[config.mk]
export PLATFORM = sky130hd
export DESIGN_NAME = tea_out_skid
export DESIGN_NICKNAME = d
export VERILOG_FILES = /design/src/sv/tea_pkg.sv /design/src/sv/tea_out_skid.sv
export SDC_FILE = /design/constraint.sdc
export NUM_CORES = 1
export LEC_CHECK = 0
export BUFFER_PORTS_ARGS = -buffer_cell sky130_fd_sc_hd__buf_4
export CAP_MARGIN = 10
export CORE_MARGIN = 8
export CORE_UTILIZATION = 51
export CTS_BUF_LIST = sky130_fd_sc_hd__clkbuf_16
export CTS_CLUSTER_SIZE = 25
export DETAILED_ROUTE_END_ITERATION = 8
export PLACE_DENSITY_LB_ADDON = 0.2
export SYNTH_ARGS = -nofsm -noshare
export SYNTH_HDL_FRONTEND = slang
export SYNTH_SLANG_ARGS = --single-unit
[constraint.sdc]
create_clock -name clk -period 11.3 [get_ports clk]
set_input_delay 1.695 -clock clk [delete_from_list [all_inputs] [get_ports clk]]
set_output_delay 1.695 -clock clk [all_outputs]
set_load 0.02 [all_outputs]
[src/sv/tea_pkg.sv]
// shared types, constants and round helpers for the tea block cipher
package tea_pkg;

  localparam int unsigned ROUNDS_DEF = 32;

  localparam logic [31:0] TEA_DELTA = 32'h9e37_79b9;

  localparam logic [31:0] KEY0_RST = 32'h95a8_882d;
  localparam logic [31:0] KEY1_RST = 32'h9d2c_c114;
  localparam logic [31:0] KEY2_RST = 32'h815a_a0ce;
  localparam logic [31:0] KEY3_RST = 32'ha1c4_89f8;

  localparam int unsigned CFG_IDX_W = 2;

  typedef enum logic [CFG_IDX_W-1:0] {
    REG_KEY0 = 2'd0,
    REG_KEY1 = 2'd1,
    REG_KEY2 = 2'd2,
    REG_KEY3 = 2'd3
  } tea_reg_e;

  typedef enum logic {
    ACT_ENCRYPT = 1'b0,
    ACT_DECRYPT = 1'b1
  } tea_action_e;

  typedef struct packed {
    logic [31:0] k3;
    logic [31:0] k2;
    logic [31:0] k1;
    logic [31:0] k0;
  } tea_key_t;

  // one block in flight: y is the first half, z the second
  typedef struct packed {
    tea_action_e action;
    logic [31:0] y;
    logic [31:0] z;
  } tea_item_t;

  // handshake state handed from the output buffer back to the pipeline
  typedef struct packed {
    logic advance;
  } tea_flow_t;

  // delta times a round count, wrapped to 32 bits
  function automatic logic [31:0] tea_sum(input int unsigned mult);
    logic [63:0] prod;
    prod = 64'(TEA_DELTA) * 64'(mult);
    return prod[31:0];
  endfunction

  function automatic logic [31:0] tea_mix(input logic [31:0] w, input logic [31:0] s,
                                          input logic [31:0] ka, input logic [31:0] kb);
    return ((w << 4) + ka) ^ (w + s) ^ ((w >> 5) + kb);
  endfunction

endpackage

[src/sv/tea_out_skid.sv]
// output register with a skid stage between the pipeline and the master side
module tea_out_skid
  import tea_pkg::*;
(
  input  logic        clk,
  input  logic        rst,
  input  logic        in_valid,
  input  tea_item_t   in_item,
  output tea_flow_t   flow,
  output logic        m_tvalid,
  input  logic        m_tready,
  output logic [63:0] m_tdata
);

  logic      skid_valid;
  tea_item_t skid_item;
  tea_item_t out_item;
  logic      out_free;
  logic      push;

  assign flow.advance = !skid_valid;
  assign push         = in_valid && !skid_valid;
  assign out_free     = m_tready || !m_tvalid;
  assign m_tdata      = {out_item.z, out_item.y};

  always_ff @(posedge clk) begin
    if (rst) begin
      m_tvalid   <= 1'b0;
      skid_valid <= 1'b0;
    end else if (out_free) begin
      if (skid_valid) begin
        m_tvalid   <= 1'b1;
        skid_valid <= 1'b0;
      end else begin
        m_tvalid <= push;
      end
    end else if (push) begin
      skid_valid <= 1'b1;
    end
  end

  always_ff @(posedge clk) begin
    if (out_free) begin
      out_item <= skid_valid ? skid_item : in_item;
    end else if (push) begin
      skid_item <= in_item;
    end
  end

endmodule

# ---- Word-level counts from Yosys, hierarchy flattened
# Index checks and enable logic that the tools add are counted.
dict set report classes {
  n_reduce_logical 6
  n_mux 2
  bitwise 1
}
# op n
set ops {}
lappend ops {{64-bit two-way mux} 1}
lappend ops {{1-bit zero test} 2}
lappend ops {{2-bit AND reduction} 1}
lappend ops {{2-bit OR reduction} 1}
lappend ops {{1-bit logical AND} 1}
lappend ops {{1-bit logical OR} 1}
lappend ops {{1-bit two-way mux} 1}
lappend ops {{1-bit inverter} 1}
dict set report word_totals {
  input_bits 69
  register_bits 130
}

# ---- Depth between registers and ports, before layout
dict set report depth {
  word_depth 4
  ltp_mapped 4
}

# ---- Least setup slack after synthesis
# OpenSTA, ideal clock, no wires.
dict set report synth_path {
  path_kind {input -> register}
  from {input port m_tready}
  to {register skid_item[0] in the netlist's numbering, enable pin}
  path_stages 2
  path_slack_ps 2641
  arrival_time_ps 8081
  setup_time_ps 578
  n_path_buf 0
  cell_sequence {nand2b_1 nor3b_1}
}
dict set report synth_between {
  elab_chain_len 3
}
# element line_no
set synth_rtl {}
lappend synth_rtl {{from (decl)} tea_out_skid.sv:11} ;# input logic m_tready,
lappend synth_rtl {{1-bit logical OR} tea_out_skid.sv:23} ;# assign out_free = m_tready || !m_tvalid;
lappend synth_rtl {{1-bit inverter (no source line)} -}
lappend synth_rtl {{2-bit AND reduction (no source line)} -}
lappend synth_rtl {{to (signal assigned)} tea_out_skid.sv:46} ;# skid_item <= in_item;
lappend synth_rtl {{to (decl)} tea_out_skid.sv:16} ;# tea_item_t skid_item;
# Every way passes these cells.
# A chain may end at the register's enable or synchronous reset.

# ---- Worst setup path after layout
dict set report layout_path {
  from {register skid_valid}
  to {output port flow}
}
dict set report layout_between {
  elab_chain_len 1
}
# element line_no
set layout_rtl {}
lappend layout_rtl {{from (decl)} tea_out_skid.sv:15} ;# logic skid_valid;
lappend layout_rtl {{from (signal assigned)} tea_out_skid.sv:29} ;# skid_valid <= 1'b0;
lappend layout_rtl {{from (signal assigned)} tea_out_skid.sv:33} ;# skid_valid <= 1'b0;
lappend layout_rtl {{from (signal assigned)} tea_out_skid.sv:38} ;# skid_valid <= 1'b1;
lappend layout_rtl {{1-bit zero test} tea_out_skid.sv:21} ;# assign flow.advance = !skid_valid;
lappend layout_rtl {{to (decl)} tea_out_skid.sv:9} ;# output tea_flow_t flow,
# Every way passes these cells.

==> results.toml <==
[clock_network]
cts_sinks = 130
post_cts.repair.setup_buffers = 0
tritoncts = "done"
clk_pin_slew_ps = 60
clock_tree.root_cell = "clkbuf_16"
number_of_buffers_created_by_cts = 17
cts_max_path_buffers = 2
count_of_hold_buffers_inserted_by_post_cts_repair = 0
post_cts_resized = 0
cts.htree.levels = 4
worstSkewPairLatency_ps = 400

[cells_and_area]
layout-drive-gt1-share_pct = 61.6
mostFrequentLayoutCell = "buf_4"
areaGrowthSynthToFinish_pct = 35.5
area_of_combinational_cells_with_multiple_inputs_um2 = 836
final_cell_mix = "135 x buf_4, 128 x edfxtp_1, 37 x mux2_2, 20 x mux2_4, 17 x clkbuf_16"
layout.nets = 423
n_antenna_cell = 0
sequential_cell_area_um2 = 3890
count_of_fill_cells_added_during_filler_insertion = 604

[sta]
final_max_slew_viol_count = 0
hold_slack_ps = 534
max-slew-margin-rel_pct = 32.8
fmaxAchievable_ghz = 0.293
final.setup.tns_ps = 0
post-route-min-period_ps = 3410
final_clock_period_utilization_by_the_worst_path_pct = 30.2
finalSetupViolations = 0
timing.final.ws_setup_ps = 7890
skew_ps = 6.34
tightestPinTransition_ps = 1010
grt_setup_unrepaired = "no"
final_hold_viol_count = 0

[setup_path]
start_to_end_type_of_the_worst_setup_path = "reg2out"
setup.worst_path.start_class = "register"
cp.required_ps = 9610
end_kind = "output port"
crit_fanout = 67
cp_data_arrival_time_ps = 1720

[floorplan]
boundaryPins = 135
die-area_um2 = 12700
die_width_um = 113
overall_die_height_um = 113
core_area_um2 = 9150
floorplan.initialDensity_pct = 52.1
fp-row-count = 35

[drt]
final_routed_drc_violation_total = 0
ant_nets = 0
detail_route.iter0.violations = 88
routed_wirelength_um = 9090
total_number_of_vias = 2393
routedWlPerCell_um = 19.0
drt_first_pass_iters = 4
vias_per_cell = 5.01

[place]
pre_cts_slack_ps = 7660
place.detailed.hpwl_um = 6050
place.gp.congestion = 0.712
io_buffer_count = 133

[min_path]
worst_hold_path_type = "reg2reg"

[yosys]
synth.yosys.seq_area_share_pct = 81.4
post_synth_xor_area_fraction_pct = 0
yosys_warnings = 0
yosys-mux-area-fraction_pct = 16.7
synth_top_family_by_area = "multiplexers"
syn-cell-area_um2 = 4770
synthesis.instances = 207
syn_avg_cell_area_um2 = 23.0
synth.ff_latch_count = 130
synth_compound_area_share_pct = 0.105
synthAdderAreaFrac_pct = 0
synth.net_count = 276
synth_top_area_share_pct = 80.6
post_synth_main_area_contributors = "edfxtp_1 81%, mux2_2 8.7%, mux2_4 6.3%"
yosys.cell_types.count = 13
synth_top_cell_by_area = "edfxtp_1"
yosys.area_share.simple_pct = 0.472

[pwr]
vdd_ir_drop_max_uv = 103
power_per_cell_area_nw_per_um2 = 185
report.power.total_mw = 1.19
cellLeakagePower_nw = 2.51

[grt]
groute.layer.met2.usage_pct = 24.3
first_global_vias = 2691
gr-usage-all-layers_pct = 14.7
antenna_violations_before_repair = 0
wire_length_of_the_first_global_routing_pass_um = 14100
global_route.usage.met1_pct = 15.7
grt_start_max_net_pins = 68
grt_most_used_layer = "met2"
globalRoute.totalOverflow = 0
grtUsageMet3_pct = 7.19

[status]
status = "complete, no violations"

[run]
maxCapViolations = 0
[per-layer routing]
| metal | vias to the layer above | part of all wire, % |
|---|---|---|
| met3 | 10 | 8.2 |
| li1 | 1128 | - |
| met2 | 86 | 51 |
| met1 | 1169 | 40 |
| met5 | - | 0 |
| met4 | 0 | 1.0 |
[sequential cells by signal, summed over array words and instances, names as in the netlist]
| register | cells |
|---|---|
| skid_item | 64 |
| m_tvalid | 1 |
| skid_valid | 1 |
| m_tdata | 64 |
[critical path: stages, from the launching register on]
cell     delay, ps
dfxtp_4       1010
inv_1          100
buf_4          200
[path summary, 6_finish.rpt]
kind                               startpoint  slack (ps)       endpoint  depth (start not counted)
worst max register to register       m_tvalid        9210  skid_item[52]                          3
worst min register to register  skid_item[58]         530    m_tdata[26]                          1
worst max-delay path               skid_valid        7890           flow                          2
worst min-delay path            skid_item[58]         530    m_tdata[26]                          1
[stage by stage]
step / std cells / cell area (um2) / utilization [%]
5_1_grt: 478 / 6460 / 70.6
4_1_cts: 478 / 6460 / 70.6
3_3_place_gp: 446 / 5880 / 64.2
6_report: 478 / 6460 / 70.6
2_1_floorplan: 207 / 4770 / -
3_5_place_dp: 446 / 5880 / 64.2
[Yosys cell counts]
master,n
edfxtp_1,128
mux2_2,37
mux2_4,20
mux2_1,7
buf_6,4
buf_2,3
dfxtp_1,2
a21oi_1,1
inv_1,1
nand2b_1,1
nor2_1,1
nor3_1,1
nor3b_1,1
[final cells by class]
class	instances	area share (%)
clock buffers	17	6.58
clock inverters	15	2.44
inverters	1	0.0581
multi-input cells	69	12.9
flip-flops and latches	130	60.2
well taps	111	2.15
repair buffers	135	15.7
[power by group]
| group | internal, mW | leakage [nW] | switching [mW] |
|---|---|---|---|
| combinational | 0.0503 | 0.961 | 0.0481 |
| clock | 0.327 | 0.283 | 0.203 |
| sequential | 0.558 | 1.26 | 0.00893 |
[kinds of logic (layout without fill, tap and decap cells)]
| family | after synthesis | after routing |
|---|---|---|
| AO/OA/AOI/OAI | 1 | 1 |
| multiplexers | 64 | 64 |
| buffers and inverters | 8 | 168 |
| flip-flops | 130 | 130 |
| AND/OR/NAND/NOR | 4 | 4 |
Power figures use the tool's default switching activity.
