==> src/sv/tea_pkg.sv <==
// shared types, constants and round helpers for the tea block cipher
package tea_pkg;

  localparam int unsigned ROUNDS_DEF = 32;

  localparam logic [31:0] TEA_DELTA = 32'h9e37_79b9;

  localparam logic [31:0] KEY0_RST = 32'h95a8_882d;
  localparam logic [31:0] KEY1_RST = 32'h9d2c_c114;
  localparam logic [31:0] KEY2_RST = 32'h815a_a0ce;
  localparam logic [31:0] KEY3_RST = 32'ha1c4_89f8;

  localparam int unsigned CFG_IDX_W = 2;

  typedef enum logic [CFG_IDX_W-1:0] {
    REG_KEY0 = 2'd0,
    REG_KEY1 = 2'd1,
    REG_KEY2 = 2'd2,
    REG_KEY3 = 2'd3
  } tea_reg_e;

  typedef enum logic {
    ACT_ENCRYPT = 1'b0,
    ACT_DECRYPT = 1'b1
  } tea_action_e;

  typedef struct packed {
    logic [31:0] k3;
    logic [31:0] k2;
    logic [31:0] k1;
    logic [31:0] k0;
  } tea_key_t;

  // one block in flight: y is the first half, z the second
  typedef struct packed {
    tea_action_e action;
    logic [31:0] y;
    logic [31:0] z;
  } tea_item_t;

  // handshake state handed from the output buffer back to the pipeline
  typedef struct packed {
    logic advance;
  } tea_flow_t;

  // delta times a round count, wrapped to 32 bits
  function automatic logic [31:0] tea_sum(input int unsigned mult);
    logic [63:0] prod;
    prod = 64'(TEA_DELTA) * 64'(mult);
    return prod[31:0];
  endfunction

  function automatic logic [31:0] tea_mix(input logic [31:0] w, input logic [31:0] s,
                                          input logic [31:0] ka, input logic [31:0] kb);
    return ((w << 4) + ka) ^ (w + s) ^ ((w >> 5) + kb);
  endfunction

endpackage

==> src/sv/tea_half_round.sv <==
// one pipeline stage: a single half-round of tea, encrypt or decrypt per beat
module tea_half_round
  import tea_pkg::*;
#(
  parameter bit          PHASE   = 1'b0,
  parameter logic [31:0] SUM_ENC = 32'h0,
  parameter logic [31:0] SUM_DEC = 32'h0
) (
  input  logic      clk,
  input  logic      rst,
  input  logic      advance,
  input  tea_key_t  key,
  input  logic      in_valid,
  input  tea_item_t in_item,
  output logic      out_valid,
  output tea_item_t out_item
);

  logic        decrypt;
  logic        first_keys;
  logic [31:0] sum;
  logic [31:0] w;
  logic [31:0] ka;
  logic [31:0] kb;
  logic [31:0] mixed;
  logic [31:0] target;
  logic [31:0] updated;
  tea_item_t   item_next;

  always_comb begin
    decrypt    = (in_item.action == ACT_DECRYPT);
    sum        = decrypt ? SUM_DEC : SUM_ENC;
    // encrypt: first half then second; decrypt: second half then first
    first_keys = PHASE ? decrypt : !decrypt;
    w          = first_keys ? in_item.z : in_item.y;
    ka         = first_keys ? key.k0 : key.k2;
    kb         = first_keys ? key.k1 : key.k3;
    target     = first_keys ? in_item.y : in_item.z;
    mixed      = tea_mix(w, sum, ka, kb);
    updated    = decrypt ? (target - mixed) : (target + mixed);
    item_next  = in_item;
    if (first_keys) begin
      item_next.y = updated;
    end else begin
      item_next.z = updated;
    end
  end

  always_ff @(posedge clk) begin
    if (rst) begin
      out_valid <= 1'b0;
    end else if (advance) begin
      out_valid <= in_valid;
    end
  end

  always_ff @(posedge clk) begin
    if (advance) begin
      out_item <= item_next;
    end
  end

endmodule

==> config.mk <==
export PLATFORM = sky130hd
export DESIGN_NAME = tea_half_round
export DESIGN_NICKNAME = d
export VERILOG_FILES = /design/src/sv/tea_pkg.sv /design/src/sv/tea_half_round.sv
export SDC_FILE = /design/constraint.sdc
export NUM_CORES = 1
export LEC_CHECK = 0
export BUFFER_PORTS_ARGS = -buffer_cell sky130_fd_sc_hd__buf_2
export CAP_MARGIN = 20
export CELL_PAD_IN_SITES_DETAIL_PLACEMENT = 2
export CELL_PAD_IN_SITES_GLOBAL_PLACEMENT = 2
export CORE_MARGIN = 2
export CORE_UTILIZATION = 34
export CTS_BUF_LIST = sky130_fd_sc_hd__clkbuf_4 sky130_fd_sc_hd__clkbuf_8
export DETAILED_ROUTE_END_ITERATION = 8
export GPL_TIMING_DRIVEN = 0
export PLACE_DENSITY_LB_ADDON = 0.1
export SYNTH_ARGS = -nofsm -noshare
export SYNTH_HDL_FRONTEND = slang
export SYNTH_SLANG_ARGS = --single-unit
==> constraint.sdc <==
create_clock -name clk -period 15.9 [get_ports clk]
set_clock_uncertainty 0.05 [all_clocks]
set_input_delay 0.795 -clock clk [delete_from_list [all_inputs] [get_ports clk]]
set_output_delay 0.795 -clock clk [all_outputs]
set_load 0.01 [all_outputs]
* Yosys cells after proc, flatten, opt, wreduce, memory -nomap -nowiden
Cells that the tools add are included. W data, S select, Z words.
Word-level totals: flip-flop bits (word level) 66, bits in latches 0, RAM bits 0, bits in read-only memories 0, input bits 197, output and inout bits 66, logic and storage cells 17, memories kept 0
Operators by class: $add $sub $neg 4, multiply operators 0, div/mod/pow operators 0, magnitude comparators 0, eq/ne operators 0, shifts and indexed selects 0, muxes and demuxes 7, bitwise gates (word level) 2, reduce and logical (&&, ||, !) cells 0
Operators by type and width (count):
- $mux W32 | 7
- $add A32 B32 Y32 | 2
- $xor A32 B32 Y32 | 2
- $add A27 B32 Y32 | 1
- $sub A32 B32 Y32 | 1

* Longest topological paths before layout
depth after elaboration 7, depth in mapped cells 34, depth with buffers taken out 27

* Least setup slack after synthesis
Ideal clock, no wire load.
path type input port to flip-flop, start point input port in_item[64] in the netlist's numbering, end point register out_item[63] in the netlist's numbering (data pin), setup time 0.272 ns, data arrival time 8.281 ns, path slack 7.297 ns, stages on the path 32, path buffers 8, path through buf_2 buf_2 buf_1 buf_2 buf_1 buf_2 clkbuf_1 clkbuf_1 mux2_2 ha_1 fa_1 a21o_1 a221oi_1 xnor3_1 xnor2_1 nor4_2 o2111ai_1 nor2_1 nand3_1 nor4_1 a31oi_1 xor2_1 ha_1 a21o_1 a21o_1 a21oi_1 a21bo_2 a311o_1 a31o_2 xnor2_1 o31a_1 o31ai_1
RTL lines:
- start, declared | line tea_half_round.sv:14 | input tea_item_t in_item,
- end signal, assigned | line tea_half_round.sv:59 | out_item <= item_next;
- end, declared | line tea_half_round.sv:16 | output tea_item_t out_item

==> out/metrics.yaml <==
outcome:
  status: "completed"
worst_hold_path:
  holdPathStages: 2
  hold_class: "reg -> reg"
  hp-start: "out_valid$_SDFFE_PP0P_"
  hold-path-endpoint: "out_valid$_SDFFE_PP0P_"
critical_path:
  worst_r2r_endpoint: "out_valid$_SDFFE_PP0P_"
  arrival_ps: 10910
  cpMostUsedCell: "sky130_fd_sc_hd__buf_2"
  critical_path.startpoint_type: "primary input"
  crit_path_buf_inv_count: 9
  reg2reg_slack_ps: 15230
  critical_path.max_stage_delay_ps: 670
  critical_path.endpoint_type: "flip-flop"
  cp.required_ps: 15950
  crit-reg2reg-launch: "out_valid$_SDFFE_PP0P_"
  reg2regPathDepth: 2
  path_class: "in -> reg"
  cpLargestDelayFamily: "buffers and inverters"
  crit_slowest_cell: "sky130_fd_sc_hd__buf_1"
  critical_path.startpoint: "in_item[64]"
  path_max_fanout: 10
route:
  drtAntennaViolNets: 0
  first_iter_violations: 447
  viasPerCell: 5.41
  wl_mm: 37.3
  drt_first_pass_iters: 5
  detailroute.via_count: 9504
  drc: 0
  wire_per_inst_um: 21.2
synth:
  yosys-top-cells-area: "sky130_fd_sc_hd__edfxtp_1 (21%), sky130_fd_sc_hd__ha_1 (11%), sky130_fd_sc_hd__xnor2_1 (11%)"
  postSynthRegisterBits: 66
  synthMostInstantiatedCell: "sky130_fd_sc_hd__xnor2_1"
  ys_types: 65
  mappedNetlistNets: 1387
  post_synthesis_cells: 1101
  synth.top_cells.by_count: "sky130_fd_sc_hd__xnor2_1 (122), sky130_fd_sc_hd__nand2_1 (116), sky130_fd_sc_hd__mux2_2 (93), sky130_fd_sc_hd__a21oi_1 (92), sky130_fd_sc_hd__o21ai_0 (87)"
  edff_count_synth: 65
  syn-cell-area_um2: 9440
  yosys_most_used_dff: "sky130_fd_sc_hd__edfxtp_1"
  synthesis.area_per_instance_um2: 8.58
  yosys_warning_total: 0
  synth_area_leader_cell: "sky130_fd_sc_hd__edfxtp_1"
  synth-async-reset-ratio: 0
  synth.yosys.seq_area_share: 0.209
  synth_top_cell_area_share: 0.207
floorplan:
  design.core.area_um2: 27600
  die_x_um: 171
  placement_rows: 61
  io_pins: 263
  initial_core_util: 0.343
  die_h_um: 171
  floorplan.die_area_um2: 29100
finish:
  layoutNonFillerInstCount: 1758
  synthToLayoutAreaGrowth_pct: 20.8
  final_net_count: 1660
  layout-drive-gt1-share: 0.283
grt:
  grt-busiest-layer: "met2"
  global_route_wire_length_before_repair_mm: 56.6
  groute.usage.overall: 0.254
  antenna_found_initial: 1
  grt_start_max_net_pins: 67
  globalRouteMet3Util: 0.0155
  grt_overflow_total: 0
  number_of_global_route_vias_before_repair: 10100
  global_route.usage.met1: 0.355
  globalRouteMet2Util: 0.436
pwr:
  worst_supply_voltage_drop_on_vdd_v: 0.0000452
  p_leak_nw: 5.00
  powerDensity_nw_per_um2: 150
  finalPower_mw: 1.71
sta:
  timing_max_transition_violations_final: 0
  maximum_clock_rate_mhz: 92.0
  slew_headroom: 0.408
  worst_pin_slew_ps: 889
  setup_viol: 0
  post-route-worst-setup-slack_ps: 5040
  fin_setup_tns_ps: 0
  hold_violations: 0
  finalCriticalPeriod_ps: 10860
  post-route-period-util: 0.683
  unrepaired_setup_endpoints_after_global_routing: "false"
placed_design:
  pre_cts_slack_ps: 4620
  dp_cells: 1741
  gp_congestion: 0.848
  place.detailed.hpwl_mm: 31.8
  port_buffers: 262
clocking:
  clk_transition_reported_paths_ps: 90
  cts_resized: 0
  cts_inserted_buffers: 9
  tritoncts_clock_tree: "done"
  cts_buffer_depth: 2
  cts-root-buf: "sky130_fd_sc_hd__clkbuf_8"
  insertion_delay_of_the_later_clocked_pin_in_the_worst_skew_pair_ps: 360
  postCtsHoldBufs: 0
  cts_num_sinks: 66
  cts.htree.levels: 3
  post_cts_buffers: 0
job:
  maxCapViolCount: 0
[placed cells by master, fill, tap and decap left out, types with 3 or more instances in the layout]
| master | Yosys | layout |
|---|---|---|
| sky130_fd_sc_hd__o21a_1 | 12 | 12 |
| sky130_fd_sc_hd__a31oi_1 | 14 | 14 |
| sky130_fd_sc_hd__inv_1 | 27 | 27 |
| sky130_fd_sc_hd__a21boi_0 | 5 | 5 |
| sky130_fd_sc_hd__a211o_1 | 3 | 3 |
| sky130_fd_sc_hd__or3_1 | 4 | 4 |
| sky130_fd_sc_hd__and3_1 | 10 | 10 |
| sky130_fd_sc_hd__mux2i_1 | 10 | 10 |
| sky130_fd_sc_hd__ha_1 | 86 | 86 |
| sky130_fd_sc_hd__o21ai_0 | 87 | 87 |
| sky130_fd_sc_hd__o211ai_1 | 5 | 5 |
| sky130_fd_sc_hd__xnor2_1 | 122 | 122 |
| sky130_fd_sc_hd__xnor3_1 | 4 | 4 |
| sky130_fd_sc_hd__clkinvlp_4 | 0 | 3 |
| sky130_fd_sc_hd__buf_1 | 6 | 6 |
| sky130_fd_sc_hd__mux2_2 | 93 | 93 |
| sky130_fd_sc_hd__o21bai_1 | 14 | 14 |
| sky130_fd_sc_hd__clkbuf_8 | 0 | 9 |
| sky130_fd_sc_hd__nand2_1 | 116 | 116 |
| sky130_fd_sc_hd__and2_1 | 5 | 5 |
| sky130_fd_sc_hd__o31a_1 | 4 | 4 |
| sky130_fd_sc_hd__xor2_1 | 50 | 50 |
| sky130_fd_sc_hd__nor2_1 | 58 | 58 |
| sky130_fd_sc_hd__o31ai_1 | 11 | 11 |
| sky130_fd_sc_hd__fa_1 | 3 | 3 |
| sky130_fd_sc_hd__a21oi_1 | 92 | 92 |
| sky130_fd_sc_hd__nor4_1 | 6 | 6 |
| sky130_fd_sc_hd__nor2b_1 | 17 | 17 |
| sky130_fd_sc_hd__clkbuf_1 | 22 | 22 |
| sky130_fd_sc_hd__a211oi_1 | 8 | 8 |
| sky130_fd_sc_hd__edfxtp_1 | 65 | 65 |
| sky130_fd_sc_hd__a31o_2 | 5 | 5 |
| sky130_fd_sc_hd__nand4_1 | 7 | 7 |
| sky130_fd_sc_hd__a21o_1 | 34 | 34 |
| sky130_fd_sc_hd__nand3_1 | 12 | 12 |
| sky130_fd_sc_hd__buf_2 | 4 | 265 |
| sky130_fd_sc_hd__nand2b_1 | 22 | 22 |
| sky130_fd_sc_hd__or2_2 | 4 | 4 |
| sky130_fd_sc_hd__nor3_1 | 14 | 14 |
[worst max path at each step]
stage	cells after the start	endpoint	slack, ps
floorplan	32	out_item[63]$_DFFE_PP_	7300
global route	33	out_item[63]$_DFFE_PP_	4320
CTS	33	out_item[63]$_DFFE_PP_	4990
global placement	33	out_item[63]$_DFFE_PP_	4780
finish	33	out_item[63]$_DFFE_PP_	5040
detailed placement	33	out_item[63]$_DFFE_PP_	4620
[metrics by stage]
stage               area (um^2)  hold slack [ps]   util
floorplan                  9440              478      -
detailed placement        11200              506  0.408
global route              11400              533  0.414
finish                    11400              500  0.414
CTS                       11400              519  0.414
global placement          11200              424  0.407
[kinds of logic (layout without fill, tap and decap cells)]
| family | count (synthesis) | count (layout) | share of synthesized area |
|---|---|---|---|
| flops | 66 | 66 | 0.209 |
| compound gates | 323 | 323 | 0.214 |
| fa+ha+maj | 89 | 89 | 0.120 |
| buf+inv | 59 | 337 | 0.0240 |
| xor+xnor | 176 | 176 | 0.169 |
| mux | 103 | 103 | 0.122 |
| simple gates | 285 | 285 | 0.142 |
| other cells | 0 | 1 | 0 |
[sequential cells by signal, indices dropped and copies added (netlist names)]
name       flops
out_valid      1
out_item      65
[worst register-to-register path, delay by kind of cell, from the launching register on]
kind,cells,cell delay [ps]
flops,1,350
mux,1,70
simple gates,1,130
[area by class of cell]
class | instances | area, um^2
diodes | 1 | 2.50
multi-input cells | 976 | 7240
plain buffers | 32 | 125
well taps | 378 | 473
fillers | 3255 | 16100
inverters | 27 | 101
repair buffers | 262 | 1310
clock buffers | 9 | 124
flip-flops and latches | 66 | 1970
clock inverters | 7 | 53.8
[where the power goes]
group          internal [mW]  switching [mW]
clock                 0.0576          0.0774
sequential             0.294          0.0185
combinational          0.508           0.753
[per-layer routing]
metal	vias to the layer above	part of all wire
met4	0	0.0095
met3	18	0.029
met5	-	0
li1	4594	-
met2	194	0.48
met1	4698	0.48
Power figures use the tool's default switching activity.
